===== config.mk =====
export PLATFORM = sky130hd
export DESIGN_NAME = hsv_to_rgb_gamma_core_flat
export DESIGN_NICKNAME = d
export VERILOG_FILES = /design/src/hsvg_pkg.sv /design/src/hsvg_if.sv /design/src/hsvg_shade.sv /design/src/hsv_to_rgb_gamma_core.sv /design/src/flat_wrapper.sv
export SDC_FILE = /design/constraint.sdc
export NUM_CORES = 1
export LEC_CHECK = 0
export ABC_CLOCK_PERIOD_IN_PS = 10400
export BUFFER_PORTS_ARGS = -buffer_cell sky130_fd_sc_hd__buf_2
export CAP_MARGIN = 10
export CORE_MARGIN = 2
export CORE_UTILIZATION = 40
export CTS_CLUSTER_SIZE = 14
export DETAILED_ROUTE_END_ITERATION = 10
export GPL_TIMING_DRIVEN = 0
export PLACE_DENSITY = 0.56
export SLEW_MARGIN = 25
export SYNTH_ARGS = -nofsm -noshare
export SYNTH_HDL_FRONTEND = slang
export SYNTH_SLANG_ARGS = --single-unit

===== constraint.sdc =====
create_clock -name clk -period 10.4 [get_ports clk]
set_clock_uncertainty 0.2 [all_clocks]
set_input_delay 2.08 -clock clk [delete_from_list [all_inputs] [get_ports clk]]
set_output_delay 2.08 -clock clk [all_outputs]
set_load 0.02 [all_outputs]

===== src/hsvg_pkg.sv =====
// hsvg_pkg: shared constants, lookup tables and helpers for the hsv to rgb gamma core
// no dependencies; compiled before every other file of the block
package hsvg_pkg;

  // hue sector bounds
  localparam logic [7:0] HUE_B1 = 8'd43;
  localparam logic [7:0] HUE_B2 = 8'd85;
  localparam logic [7:0] HUE_B3 = 8'd128;
  localparam logic [7:0] HUE_B4 = 8'd171;
  localparam logic [7:0] HUE_B5 = 8'd213;

  localparam logic [7:0] FULL_SCALE = 8'd255;
  localparam logic [7:0] SAT_BUMP_LIMIT = 8'd128;

  // saturation blend: c*s + 255*(256-s) == 255*256 - s*(255-c)
  localparam logic [16:0] BLEND_TOP = 17'd65280;

  // palette weights
  localparam logic [7:0] PAL_R_WEIGHT = 8'd36;
  localparam logic [7:0] PAL_G_WEIGHT = 8'd6;

  // palette quantiser thresholds: floor(c*5/255) == floor(c/51)
  localparam logic [7:0] Q_T1 = 8'd51;
  localparam logic [7:0] Q_T2 = 8'd102;
  localparam logic [7:0] Q_T3 = 8'd153;
  localparam logic [7:0] Q_T4 = 8'd204;
  localparam logic [7:0] Q_T5 = 8'd255;

  // ramp within a sector: floor(offset*255/43), offsets above 42 never occur
  localparam logic [7:0] RAMP_LUT [64] = '{
    8'd0,   8'd5,   8'd11,  8'd17,  8'd23,  8'd29,  8'd35,  8'd41,
    8'd47,  8'd53,  8'd59,  8'd65,  8'd71,  8'd77,  8'd83,  8'd88,
    8'd94,  8'd100, 8'd106, 8'd112, 8'd118, 8'd124, 8'd130, 8'd136,
    8'd142, 8'd148, 8'd154, 8'd160, 8'd166, 8'd171, 8'd177, 8'd183,
    8'd189, 8'd195, 8'd201, 8'd207, 8'd213, 8'd219, 8'd225, 8'd231,
    8'd237, 8'd243, 8'd249, 8'd0,   8'd0,   8'd0,   8'd0,   8'd0,
    8'd0,   8'd0,   8'd0,   8'd0,   8'd0,   8'd0,   8'd0,   8'd0,
    8'd0,   8'd0,   8'd0,   8'd0,   8'd0,   8'd0,   8'd0,   8'd0
  };

  localparam logic [7:0] GAMMA_LUT [256] = '{
    8'd0,   8'd0,   8'd0,   8'd0,   8'd0,   8'd0,   8'd0,   8'd0,   8'd0,   8'd0,   8'd0,
    8'd0,   8'd0,   8'd0,   8'd0,   8'd1,   8'd1,   8'd1,   8'd1,   8'd1,   8'd1,   8'd1,
    8'd1,   8'd1,   8'd1,   8'd2,   8'd2,   8'd2,   8'd2,   8'd2,   8'd2,   8'd2,   8'd3,
    8'd3,   8'd3,   8'd3,   8'd3,   8'd4,   8'd4,   8'd4,   8'd4,   8'd5,   8'd5,   8'd5,
    8'd5,   8'd6,   8'd6,   8'd6,   8'd6,   8'd7,   8'd7,   8'd7,   8'd8,   8'd8,   8'd8,
    8'd9,   8'd9,   8'd9,   8'd10,  8'd10,  8'd11,  8'd11,  8'd11,  8'd12,  8'd12,  8'd13,
    8'd13,  8'd13,  8'd14,  8'd14,  8'd15,  8'd15,  8'd16,  8'd16,  8'd17,  8'd17,  8'd18,
    8'd18,  8'd19,  8'd19,  8'd20,  8'd20,  8'd21,  8'd22,  8'd22,  8'd23,  8'd23,  8'd24,
    8'd25,  8'd25,  8'd26,  8'd26,  8'd27,  8'd28,  8'd28,  8'd29,  8'd30,  8'd30,  8'd31,
    8'd32,  8'd33,  8'd33,  8'd34,  8'd35,  8'd35,  8'd36,  8'd37,  8'd38,  8'd39,  8'd39,
    8'd40,  8'd41,  8'd42,  8'd43,  8'd43,  8'd44,  8'd45,  8'd46,  8'd47,  8'd48,  8'd49,
    8'd49,  8'd50,  8'd51,  8'd52,  8'd53,  8'd54,  8'd55,  8'd56,  8'd57,  8'd58,  8'd59,
    8'd60,  8'd61,  8'd62,  8'd63,  8'd64,  8'd65,  8'd66,  8'd67,  8'd68,  8'd69,  8'd70,
    8'd71,  8'd73,  8'd74,  8'd75,  8'd76,  8'd77,  8'd78,  8'd79,  8'd81,  8'd82,  8'd83,
    8'd84,  8'd85,  8'd87,  8'd88,  8'd89,  8'd90,  8'd91,  8'd93,  8'd94,  8'd95,  8'd97,
    8'd98,  8'd99,  8'd100, 8'd102, 8'd103, 8'd105, 8'd106, 8'd107, 8'd109, 8'd110, 8'd111,
    8'd113, 8'd114, 8'd116, 8'd117, 8'd119, 8'd120, 8'd121, 8'd123, 8'd124, 8'd126, 8'd127,
    8'd129, 8'd130, 8'd132, 8'd133, 8'd135, 8'd137, 8'd138, 8'd140, 8'd141, 8'd143, 8'd145,
    8'd146, 8'd148, 8'd149, 8'd151, 8'd153, 8'd154, 8'd156, 8'd158, 8'd159, 8'd161, 8'd163,
    8'd165, 8'd166, 8'd168, 8'd170, 8'd172, 8'd173, 8'd175, 8'd177, 8'd179, 8'd181, 8'd182,
    8'd184, 8'd186, 8'd188, 8'd190, 8'd192, 8'd194, 8'd196, 8'd197, 8'd199, 8'd201, 8'd203,
    8'd205, 8'd207, 8'd209, 8'd211, 8'd213, 8'd215, 8'd217, 8'd219, 8'd221, 8'd223, 8'd225,
    8'd227, 8'd229, 8'd231, 8'd234, 8'd236, 8'd238, 8'd240, 8'd242, 8'd244, 8'd246, 8'd248,
    8'd251, 8'd253, 8'd255
  };

  // stage enables handed to the per-channel shading pipe
  typedef struct packed {
    logic s2;
    logic s3;
  } hsvg_stage_en_t;

  // palette component: floor(c*5/255)
  function automatic logic [2:0] pal_quant(input logic [7:0] c);
    logic [2:0] q;
    begin
      if (c < Q_T1) begin
        q = 3'd0;
      end else if (c < Q_T2) begin
        q = 3'd1;
      end else if (c < Q_T3) begin
        q = 3'd2;
      end else if (c < Q_T4) begin
        q = 3'd3;
      end else if (c < Q_T5) begin
        q = 3'd4;
      end else begin
        q = 3'd5;
      end
      return q;
    end
  endfunction

endpackage


===== src/hsvg_if.sv =====
// hsvg_in_if / hsvg_out_if: valid/ready channels of the hsv to rgb gamma core
// no dependencies
interface hsvg_in_if;
  logic       valid;
  logic       ready;
  logic [7:0] hue_in;
  logic [7:0] saturation_in;
  logic [7:0] brightness_in;
  logic       gamma_enable;

  modport source (output valid, hue_in, saturation_in, brightness_in, gamma_enable,
                  input ready);
  modport sink   (input valid, hue_in, saturation_in, brightness_in, gamma_enable,
                  output ready);
endinterface

interface hsvg_out_if;
  logic       valid;
  logic       ready;
  logic [7:0] red_out;
  logic [7:0] green_out;
  logic [7:0] blue_out;
  logic [7:0] palette_index;

  modport source (output valid, red_out, green_out, blue_out, palette_index,
                  input ready);
  modport sink   (input valid, red_out, green_out, blue_out, palette_index,
                  output ready);
endinterface


===== src/hsvg_shade.sv =====
// hsvg_shade: saturation blend and value scaling of one colour channel, two register stages
// depends on hsvg_pkg
module hsvg_shade (
  input  logic                    clk,
  input  hsvg_pkg::hsvg_stage_en_t en,
  input  logic [7:0]              chan,
  input  logic [8:0]              sat,
  input  logic [7:0]              val,
  output logic [7:0]              scaled
);
  import hsvg_pkg::*;

  logic [16:0] blend_prod;
  logic [16:0] blend_sum;
  logic [7:0]  blend_r;
  logic [7:0]  blend_nxt;
  logic [15:0] scale_prod;
  logic [7:0]  scaled_r;
  logic [7:0]  scaled_nxt;

  // stage two: (c*s + 255*(256-s)) >> 8, never negative
  always_comb begin
    blend_prod = {8'd0, sat} * {9'd0, FULL_SCALE - chan};
    blend_sum  = BLEND_TOP - blend_prod;
    blend_nxt  = blend_sum[15:8];
  end

  always_ff @(posedge clk) begin
    if (en.s2) begin
      blend_r <= blend_nxt;
    end
  end

  // stage three: value scaling
  always_comb begin
    scale_prod = {8'd0, blend_r} * {8'd0, val};
    scaled_nxt = scale_prod[15:8];
  end

  always_ff @(posedge clk) begin
    if (en.s3) begin
      scaled_r <= scaled_nxt;
    end
  end

  assign scaled = scaled_r;

endmodule


===== src/hsv_to_rgb_gamma_core.sv =====
// hsv_to_rgb_gamma_core: top level of the 8-bit hsv to rgb converter with gamma and palette index
// depends on hsvg_pkg, hsvg_in_if / hsvg_out_if and hsvg_shade

// Converts one 8-bit hue/saturation/value colour per clock into 8-bit red, green and blue,
// optionally through the gamma table, plus the 6x6x6 palette index of the colour before
// gamma. A transaction passes four steps from input to output: hue sector and ramp lookup,
// saturation blend, value scaling, then palette quantising and gamma lookup; each step ends
// in a register and the two multiplier steps set the clock. A new transaction is accepted on
// every cycle while the output side takes results; when the output stalls, the stages fill
// up one by one and in_chan.ready drops only once all four hold a transaction. There is no
// state between colours and no configuration; reset only clears the stage valid flags.
module hsv_to_rgb_gamma_core (
  input  logic            clk,
  input  logic            rst_n,
  hsvg_in_if.sink         in_chan,
  hsvg_out_if.source      out_chan
);
  import hsvg_pkg::*;

  // stage valid flags and enables
  logic v1_r, v2_r, v3_r, v4_r;
  logic v1_nxt, v2_nxt, v3_nxt, v4_nxt;
  logic en1, en4;
  hsvg_stage_en_t sen;

  // stage one: sector decode and ramp
  logic [7:0] offset;
  logic [7:0] ramp_val;
  logic [7:0] r_c, g_c, b_c;
  logic [8:0] sat_c;

  logic [7:0] r1_r, g1_r, b1_r;
  logic [8:0] sat1_r;
  logic [7:0] val1_r;
  logic       gam1_r;

  // stage two carries value and gamma flag alongside the blend
  logic [7:0] val2_r;
  logic       gam2_r;
  logic       gam3_r;

  // stage three outputs from the shading pipes
  logic [7:0] r3, g3, b3;

  // stage four: palette and gamma
  logic [2:0] qr, qg, qb;
  logic [7:0] pal_nxt;
  logic [7:0] red_nxt, green_nxt, blue_nxt;
  logic [7:0] red_r, green_r, blue_r, pal_r;

  // ready chain: a stage may load when empty or when the next one loads
  always_comb begin
    en4    = !v4_r || out_chan.ready;
    sen.s3 = !v3_r || en4;
    sen.s2 = !v2_r || sen.s3;
    en1    = !v1_r || sen.s2;
  end

  assign in_chan.ready = en1;

  always_comb begin
    v1_nxt = en1    ? in_chan.valid : v1_r;
    v2_nxt = sen.s2 ? v1_r          : v2_r;
    v3_nxt = sen.s3 ? v2_r          : v3_r;
    v4_nxt = en4    ? v3_r          : v4_r;
  end

  always_ff @(posedge clk) begin
    if (!rst_n) begin
      v1_r <= 1'b0;
      v2_r <= 1'b0;
      v3_r <= 1'b0;
      v4_r <= 1'b0;
    end else begin
      v1_r <= v1_nxt;
      v2_r <= v2_nxt;
      v3_r <= v3_nxt;
      v4_r <= v4_nxt;
    end
  end

  // hue sectors in rainbow order; one channel full, one zero, one ramps
  always_comb begin
    r_c    = 8'd0;
    g_c    = 8'd0;
    b_c    = 8'd0;
    offset = in_chan.hue_in;
    if (in_chan.hue_in < HUE_B1) begin
      offset = in_chan.hue_in;
    end else if (in_chan.hue_in < HUE_B2) begin
      offset = in_chan.hue_in - HUE_B1;
    end else if (in_chan.hue_in < HUE_B3) begin
      offset = in_chan.hue_in - HUE_B2;
    end else if (in_chan.hue_in < HUE_B4) begin
      offset = in_chan.hue_in - HUE_B3;
    end else if (in_chan.hue_in < HUE_B5) begin
      offset = in_chan.hue_in - HUE_B4;
    end else begin
      offset = in_chan.hue_in - HUE_B5;
    end
    ramp_val = RAMP_LUT[offset[5:0]];
    if (in_chan.hue_in < HUE_B1) begin
      r_c = FULL_SCALE;
      g_c = ramp_val;
    end else if (in_chan.hue_in < HUE_B2) begin
      g_c = FULL_SCALE;
      r_c = FULL_SCALE - ramp_val;
    end else if (in_chan.hue_in < HUE_B3) begin
      g_c = FULL_SCALE;
      b_c = ramp_val;
    end else if (in_chan.hue_in < HUE_B4) begin
      b_c = FULL_SCALE;
      g_c = FULL_SCALE - ramp_val;
    end else if (in_chan.hue_in < HUE_B5) begin
      b_c = FULL_SCALE;
      r_c = ramp_val;
    end else begin
      r_c = FULL_SCALE;
      b_c = FULL_SCALE - ramp_val;
    end
    // full saturation becomes 256 so the channels pass unblended
    if (in_chan.saturation_in > SAT_BUMP_LIMIT) begin
      sat_c = {1'b0, in_chan.saturation_in} + 9'd1;
    end else begin
      sat_c = {1'b0, in_chan.saturation_in};
    end
  end

  always_ff @(posedge clk) begin
    if (en1) begin
      r1_r   <= r_c;
      g1_r   <= g_c;
      b1_r   <= b_c;
      sat1_r <= sat_c;
      val1_r <= in_chan.brightness_in;
      gam1_r <= in_chan.gamma_enable;
    end
  end

  // side payload that follows the blend and scale stages
  always_ff @(posedge clk) begin
    if (sen.s2) begin
      val2_r <= val1_r;
      gam2_r <= gam1_r;
    end
    if (sen.s3) begin
      gam3_r <= gam2_r;
    end
  end

  hsvg_shade u_shade_r (
    .clk    (clk),
    .en     (sen),
    .chan   (r1_r),
    .sat    (sat1_r),
    .val    (val2_r),
    .scaled (r3)
  );

  hsvg_shade u_shade_g (
    .clk    (clk),
    .en     (sen),
    .chan   (g1_r),
    .sat    (sat1_r),
    .val    (val2_r),
    .scaled (g3)
  );

  hsvg_shade u_shade_b (
    .clk    (clk),
    .en     (sen),
    .chan   (b1_r),
    .sat    (sat1_r),
    .val    (val2_r),
    .scaled (b3)
  );

  // palette index from the colour before gamma, then optional gamma lookup
  always_comb begin
    qr      = pal_quant(r3);
    qg      = pal_quant(g3);
    qb      = pal_quant(b3);
    pal_nxt = {5'd0, qr} * PAL_R_WEIGHT + {5'd0, qg} * PAL_G_WEIGHT + {5'd0, qb};
    if (gam3_r) begin
      red_nxt   = GAMMA_LUT[r3];
      green_nxt = GAMMA_LUT[g3];
      blue_nxt  = GAMMA_LUT[b3];
    end else begin
      red_nxt   = r3;
      green_nxt = g3;
      blue_nxt  = b3;
    end
  end

  always_ff @(posedge clk) begin
    if (en4) begin
      red_r   <= red_nxt;
      green_r <= green_nxt;
      blue_r  <= blue_nxt;
      pal_r   <= pal_nxt;
    end
  end

  assign out_chan.valid         = v4_r;
  assign out_chan.red_out       = red_r;
  assign out_chan.green_out     = green_r;
  assign out_chan.blue_out      = blue_r;
  assign out_chan.palette_index = pal_r;

  // an empty output stage always lets the pipe move
  a_ready_when_out_empty: assert property (@(posedge clk) disable iff (!rst_n)
    !v4_r |-> in_chan.ready)
    else $error("input stalled with empty output stage");

  // only a completely full pipe with a stalled output may refuse input
  a_stall_only_when_full: assert property (@(posedge clk) disable iff (!rst_n)
    !in_chan.ready |-> (v1_r && v2_r && v3_r && v4_r && !out_chan.ready))
    else $error("input stalled while the pipe has room");

  // scaled channels never exceed 254, so the palette index stays within 172
  a_palette_range: assert property (@(posedge clk) disable iff (!rst_n)
    out_chan.valid |-> (out_chan.palette_index <= 8'd172))
    else $error("palette index out of range");

  // a result that was not taken is still there on the next cycle
  a_no_loss: assert property (@(posedge clk) disable iff (!rst_n)
    (v4_r && !out_chan.ready) |=> v4_r)
    else $error("pending result dropped");

endmodule

===== src/flat_wrapper.sv =====
// flat-port wrapper written by rule: the top's interface ports become plain ports
module hsv_to_rgb_gamma_core_flat import hsvg_pkg::*;
  (clk, rst_n, in_chan_valid, in_chan_hue_in, in_chan_saturation_in, in_chan_brightness_in, in_chan_gamma_enable, in_chan_ready, out_chan_valid, out_chan_red_out, out_chan_green_out, out_chan_blue_out, out_chan_palette_index, out_chan_ready);
  hsvg_in_if in_chan_i ();
  hsvg_out_if out_chan_i ();
  input  logic clk;
  input  logic rst_n;
  input wire logic [$bits(in_chan_i.valid)-1:0] in_chan_valid;
  input wire logic [$bits(in_chan_i.hue_in)-1:0] in_chan_hue_in;
  input wire logic [$bits(in_chan_i.saturation_in)-1:0] in_chan_saturation_in;
  input wire logic [$bits(in_chan_i.brightness_in)-1:0] in_chan_brightness_in;
  input wire logic [$bits(in_chan_i.gamma_enable)-1:0] in_chan_gamma_enable;
  output wire logic [$bits(in_chan_i.ready)-1:0] in_chan_ready;
  output wire logic [$bits(out_chan_i.valid)-1:0] out_chan_valid;
  output wire logic [$bits(out_chan_i.red_out)-1:0] out_chan_red_out;
  output wire logic [$bits(out_chan_i.green_out)-1:0] out_chan_green_out;
  output wire logic [$bits(out_chan_i.blue_out)-1:0] out_chan_blue_out;
  output wire logic [$bits(out_chan_i.palette_index)-1:0] out_chan_palette_index;
  input wire logic [$bits(out_chan_i.ready)-1:0] out_chan_ready;
  assign in_chan_i.valid = in_chan_valid;
  assign in_chan_i.hue_in = in_chan_hue_in;
  assign in_chan_i.saturation_in = in_chan_saturation_in;
  assign in_chan_i.brightness_in = in_chan_brightness_in;
  assign in_chan_i.gamma_enable = in_chan_gamma_enable;
  assign in_chan_ready = in_chan_i.ready;
  assign out_chan_valid = out_chan_i.valid;
  assign out_chan_red_out = out_chan_i.red_out;
  assign out_chan_green_out = out_chan_i.green_out;
  assign out_chan_blue_out = out_chan_i.blue_out;
  assign out_chan_palette_index = out_chan_i.palette_index;
  assign out_chan_i.ready = out_chan_ready;
  hsv_to_rgb_gamma_core u_core (.clk(clk), .rst_n(rst_n), .in_chan(in_chan_i), .out_chan(out_chan_i));
endmodule

After elaboration in Yosys (flattened, before gate mapping) --
Memory sizes are Yosys's and may differ from the RTL's. Index checks and enable logic that the tools add are counted.
Storage, ports and cells: flip-flop bits (word level) 136, latch bits 0, memory bits (writable) 0, bits in read-only memories 6656, input bits 29, output and inout bits 34, logic and storage cells 132, memories kept 4
Memory list:
- (name not given) | depth 256, bits a word 8, rd ports 1, clocked after Yosys merged registers in 0, wr ports 0, RTL line hsv_to_rgb_gamma_core.sv:187 | blue_nxt = GAMMA_LUT[b3];
- (name not given) | depth 256, bits a word 8, rd ports 1, clocked after Yosys merged registers in 0, wr ports 0, RTL line hsv_to_rgb_gamma_core.sv:186 | green_nxt = GAMMA_LUT[g3];
- (name not given) | depth 256, bits a word 8, rd ports 1, clocked after Yosys merged registers in 0, wr ports 0, RTL line hsv_to_rgb_gamma_core.sv:185 | red_nxt = GAMMA_LUT[r3];
- (name not given) | depth 64, bits a word 8, rd ports 1, clocked after Yosys merged registers in 0, wr ports 0, RTL line hsv_to_rgb_gamma_core.sv:101 | ramp_val = RAMP_LUT[offset[5:0]];
Operators by class: $add $sub $neg 15, multipliers 8, divide/modulo/power cells 0, magnitude comparators 25, eq/ne operators 0, shift operators 0, muxes and demuxes 43, bitwise gates (word level) 4, reduce and logical (&&, ||, !) cells 9
Operators by type and width (number):
- $mux 8 | 23
- $lt 8x8->1 const B | 12
- $mul 8x8->16 | 3
- $mul 9x8->16 | 3
- $sub 16x16->16 const A | 3
- $mux 3 | 12
- $lt 8x6->1 const B | 4
- $lt 8x7->1 const B | 4
- $sub 8x8->8 const A | 4
- $mux 6 | 5
- $ge 9x9->1 const B | 3
- $not 8->9 | 3
- $sub 6x5->6 const B | 2
- $sub 6x6->6 const B | 2
- $add 8x1->9 const B | 1
- $add 8x3->8 | 1
- $add 8x6->8 | 1
- $gt 8x8->1 const B | 1
- $ge 7x7->1 const B | 1
- $not 6->7 | 1
- $mul 3x4->6 const B | 1
- $sub 6x1->6 const B | 1
- $mul 3x2->5 const B | 1
- $logic_not 1->1 | 4
- 3 further kinds | 8

Depth between registers and ports, before layout --
depth in word-level cells 15, mapped depth 20, depth with buffers taken out 18

By module --
A second synthesis with hierarchy kept.
Second synthesis, totals: cells, all modules 2742, area total of the unflattened synthesis 23727.8 µm²
Modules (own cells, without submodules):
- hsv_to_rgb_gamma_core | instances 1, cells each 1174, area each 9123.8 µm², sequential area each 2602.5 µm²
- hsvg_shade at u_core.u_shade_r | instances 1, cells each 535, area each 4937.2 µm², sequential area each 480.5 µm²
- hsvg_shade at u_core.u_shade_g | instances 1, cells each 516, area each 4865.9 µm², sequential area each 480.5 µm²
- hsvg_shade at u_core.u_shade_b | instances 1, cells each 517, area each 4800.9 µm², sequential area each 480.5 µm²

Least setup slack after synthesis --
No wires, ideal clock.
path type input to output, start input port out_chan_ready, end output port in_chan_ready, arrival time 3.391 ns, data required time 8.120 ns, path slack 4.729 ns, stages 3, path buffers 0, cells stage by stage nor2b_1 > and3_1 > nand2_1
On the way: longest elaborated chain between the ends 4
RTL lines:
- start, declared | RTL line flat_wrapper.sv:19 | input wire logic [$bits(out_chan_i.ready)-1:0] out_chan_ready;
- $logic_or 1x1->1 | RTL line hsv_to_rgb_gamma_core.sv:53 | en4 = !v4_r || out_chan.ready;
- $logic_or 1x1->1 | RTL line hsv_to_rgb_gamma_core.sv:54 | sen.s3 = !v3_r || en4;
- $logic_or 1x1->1 | RTL line hsv_to_rgb_gamma_core.sv:55 | sen.s2 = !v2_r || sen.s3;
- $logic_or 1x1->1 | RTL line hsv_to_rgb_gamma_core.sv:56 | en1 = !v1_r || sen.s2;
- end, declared | RTL line flat_wrapper.sv:13 | output wire logic [$bits(in_chan_i.ready)-1:0] in_chan_ready;
No other way between the ends.

Worst setup path in the final report --
start register u_core.val2_r[7], end register u_core.u_shade_g.scaled_r[7] (netlist: u_core.u_shade_g.scaled[7]) (data pin)
On the way: longest elaborated chain between the ends 1
RTL lines:
- start, declared | RTL line hsv_to_rgb_gamma_core.sv:38 | logic [7:0] val2_r;
- start signal, assigned | RTL line hsv_to_rgb_gamma_core.sv:143 | val2_r <= val1_r;
- $mul 8x8->16 | RTL line hsvg_shade.sv:36 | scale_prod = {8'd0, blend_r} * {8'd0, val};
- net u_core.u_shade_g.scale_prod[15] | RTL line hsvg_shade.sv:17 | logic [15:0] scale_prod;
- end signal, assigned | RTL line hsvg_shade.sv:42 | scaled_r <= scaled_nxt;
- end, declared | RTL line hsvg_shade.sv:18 | logic [7:0] scaled_r;
The timed path passes the listed nets, and every way through them passes these cells. A chain may end at the register's enable or synchronous reset.

==> metrics.yaml <==
dp_worst_setup_slack_ps: 4510
min_period_ps: 5802
routabilityCongestion: 0.9506
grt_max_degree: 43
drt-wirelength-per-cell_um: 17.58
chipWidth_um: 244.4
drive_gt1_share_pct: 5.410
drt_wl_total_um: 61860
core_area_um2: 57370
insertedDiodeCount: 0
path_max_fanout: 10
clockRootBuffer: "clkbuf_16"
syn_inst: 2663
multi_input_area_um2: 16940
setup_slack_ps: 4598
vias: 18930
ff_latch_area_um2: 4044
period_share_pct: 55.79
clock-sinks: 136
rsz0062_at_grt: "false"
netlist.top_cell.by_area: "fa_1"
hold_violations: 0
cp_num_buf_inv: 4
cts_resized: 0
synth_area_per_cell_um2: 8.679
cts_max_level: 4
synth.net_count: 3188
cts_setup_buffers: 0
dr.pass1.iters: 7
clock_latency_ps: 500
hpwlAfterDp_um: 48400
gr-total-overflow: 0
cts_tree: "done"
yosys_warnings: 0
tightest_slew_ps: 834.7
status: "finished, final reports clean"
io_pins: 63
end_kind: "flip-flop"
via_per_inst: 5.380
maxSlewViolCount: 0
syn_to_final_growth_pct: 8.131
yosys-top-cells-area: "fa_1 20%, edfxtp_1 17%, ha_1 14%, inv_1 6.7%, and2_1 4.3%"
synth_top_flop_cell: "edfxtp_1"
crit_family: "adder cells"
slowest_delay_ps: 570
fillers: 5707
drtAntennaViolNets: 0
tns_ps: 0
fin_nets: 3266
path_cells: "clkbuf_1, nand2_1, fa_1, fa_1, inv_1, fa_1, inv_1, fa_1, inv_1, ha_1, and2_1, o21ai_0, o21ai_0, o41ai_1, o2111ai_1, a21oi_1, xnor2_1"
cpMostUsedCell: "fa_1"
start_util_pct: 40.29
crit_arrival_ps: 5850
synth-seq-cells: 136
fmax_ghz: 0.1724
dieArea_um2: 59720
grt_antenna_before_repair: 0
route.detailed.drc: 0
grt_pass1_wl_um: 100800
largest_register: "u_core.sat1_r"
crit_type: "flip-flop to flip-flop"
synth_enable_flop_cells: 132
clockBufferDepth: 2
cp-start-kind: "flip-flop"
setup_viol: 0
grt_pass1_vias: 19290
maxCapViolCount: 0
cts_buffers: 17
rows: 88
die_h_um: 244.4
synth_top_area_share_pct: 20.01
crit_required_ps: 10450
io_buffers: 58
synth_area_um2: 23110
largest_reg_flops: 9
async_flop_share_pct: 0
hold_class: "flip-flop to flip-flop"
grt_use_total_pct: 21.12
yosysSeqAreaShare_pct: 17.50
ys_types: 92
drt-initial-drc-count: 1439
postCtsHoldBufs: 0
cp_slowest_cell: "o41ai_1"
path_clk_slew_ps: 70
slew_headroom_pct: 43.63
[cell type report]
class / instances / share of cell area, %
plain buffers: 139 / 2.243
clock buffers: 19 / 1.732
clock inverters: 13 / 0.6408
inverters: 420 / 6.308
multi-input cells: 1968 / 67.79
flip-flops and latches: 136 / 16.18
well taps: 765 / 3.830
repair buffers: 59 / 1.272
[synthesized netlist by cell type, types with 7 or more instances]
cell type,count
a211o_1,7
a211oi_1,33
a21oi_1,133
a221oi_1,11
a311oi_1,14
a31oi_1,27
and2_1,160
and3_1,9
buf_1,13
buf_2,9
clkbuf_1,112
edfxtp_1,132
fa_1,231
ha_1,265
inv_1,414
mux2i_1,12
mux4_2,8
nand2_1,153
nand2b_1,131
nand3_1,36
nand4_1,8
nor2_1,145
nor2b_1,134
nor3_1,38
o211ai_1,19
o21a_1,11
o21ai_0,130
o221ai_1,8
o22ai_1,11
o31ai_1,15
o41ai_1,7
xnor2_1,69
xor2_1,16
[layer usage]
metal / share of wire [%] / GRT usage (%) / vias to the layer above
li1: - / - / 9023
met1: 42 / 26.17 / 9229
met3: 4.8 / 3.435 / 115
met4: 3.1 / 8.698 / 0
met5: 0 / 0 / -
met2: 50 / 36.47 / 566
[cell families after synthesis]
group / after synthesis / share of synthesized area (%)
AOI/OAI and AO/OA: 516 / 14.57
xor gates and xnor gates: 87 / 3.362
adders and majority gates: 496 / 34.35
buffers and inverters: 559 / 9.246
DFF: 136 / 17.50
muxes: 22 / 1.397
and+or+nand+nor: 847 / 19.57
[stage by stage]
step | cells | hold slack [ps] | area [um2] | util [%]
6_report | 3519 | 209.9 | 24990 | 43.57
3_3_place_gp | 3486 | 201.9 | 24360 | 42.47
5_1_grt | 3519 | 217.3 | 24990 | 43.57
2_1_floorplan | 2663 | 200.3 | 23110 | -
4_1_cts | 3519 | 211.8 | 24990 | 43.57
3_5_place_dp | 3487 | 204.5 | 24400 | 42.53
[layout by cell type, fill, tap and decap left out, types with 9 or more instances in the layout]
| cell | Yosys | routed |
|---|---|---|
| nor3_1 | 38 | 38 |
| a31oi_1 | 27 | 27 |
| nor2_1 | 145 | 145 |
| xor2_1 | 16 | 16 |
| edfxtp_1 | 132 | 132 |
| nand2_1 | 153 | 151 |
| a21oi_1 | 133 | 133 |
| ha_1 | 265 | 265 |
| a221oi_1 | 11 | 11 |
| xnor2_1 | 69 | 69 |
| o21a_1 | 11 | 11 |
| o21ai_0 | 130 | 130 |
| o22ai_1 | 11 | 11 |
| buf_1 | 13 | 13 |
| nand3_1 | 36 | 36 |
| nor2b_1 | 134 | 134 |
| a311oi_1 | 14 | 14 |
| o31ai_1 | 15 | 15 |
| fa_1 | 231 | 231 |
| buf_2 | 9 | 67 |
| a211oi_1 | 33 | 33 |
| inv_1 | 414 | 412 |
| mux2i_1 | 12 | 12 |
| and2_1 | 160 | 160 |
| clkbuf_16 | 0 | 17 |
| nand2b_1 | 131 | 131 |
| o211ai_1 | 19 | 19 |
| and3_1 | 9 | 9 |
| clkbuf_1 | 112 | 114 |
[worst paths after layout]
check	to	slack (ps)	cells after the start	from
worst min-delay path	u_core.val2_r[2]	210	0	u_core.val1_r[2]
worst min register to register	u_core.val2_r[2]	210	0	u_core.val1_r[2]
worst max register to register	u_core.u_shade_g.scaled[7]	4600	17	u_core.val2_r[7]
worst max-delay path	u_core.u_shade_g.scaled[7]	4600	17	u_core.val2_r[7]
[worst reg2reg max path: cells and delay by family, from the launching register on]
kind / cells / cell delay [ps]
buffers and inverters: 4 / 620
AND/OR/NAND/NOR: 2 / 320
AO/OA/AOI/OAI: 5 / 1420
XOR/XNOR: 1 / 80
adder cells (fa/ha/maj): 5 / 2450
flip-flops: 1 / 480
Power is not shown: default switching activity piles up to over one toggle a cycle in this logic, so the estimate is an artifact.
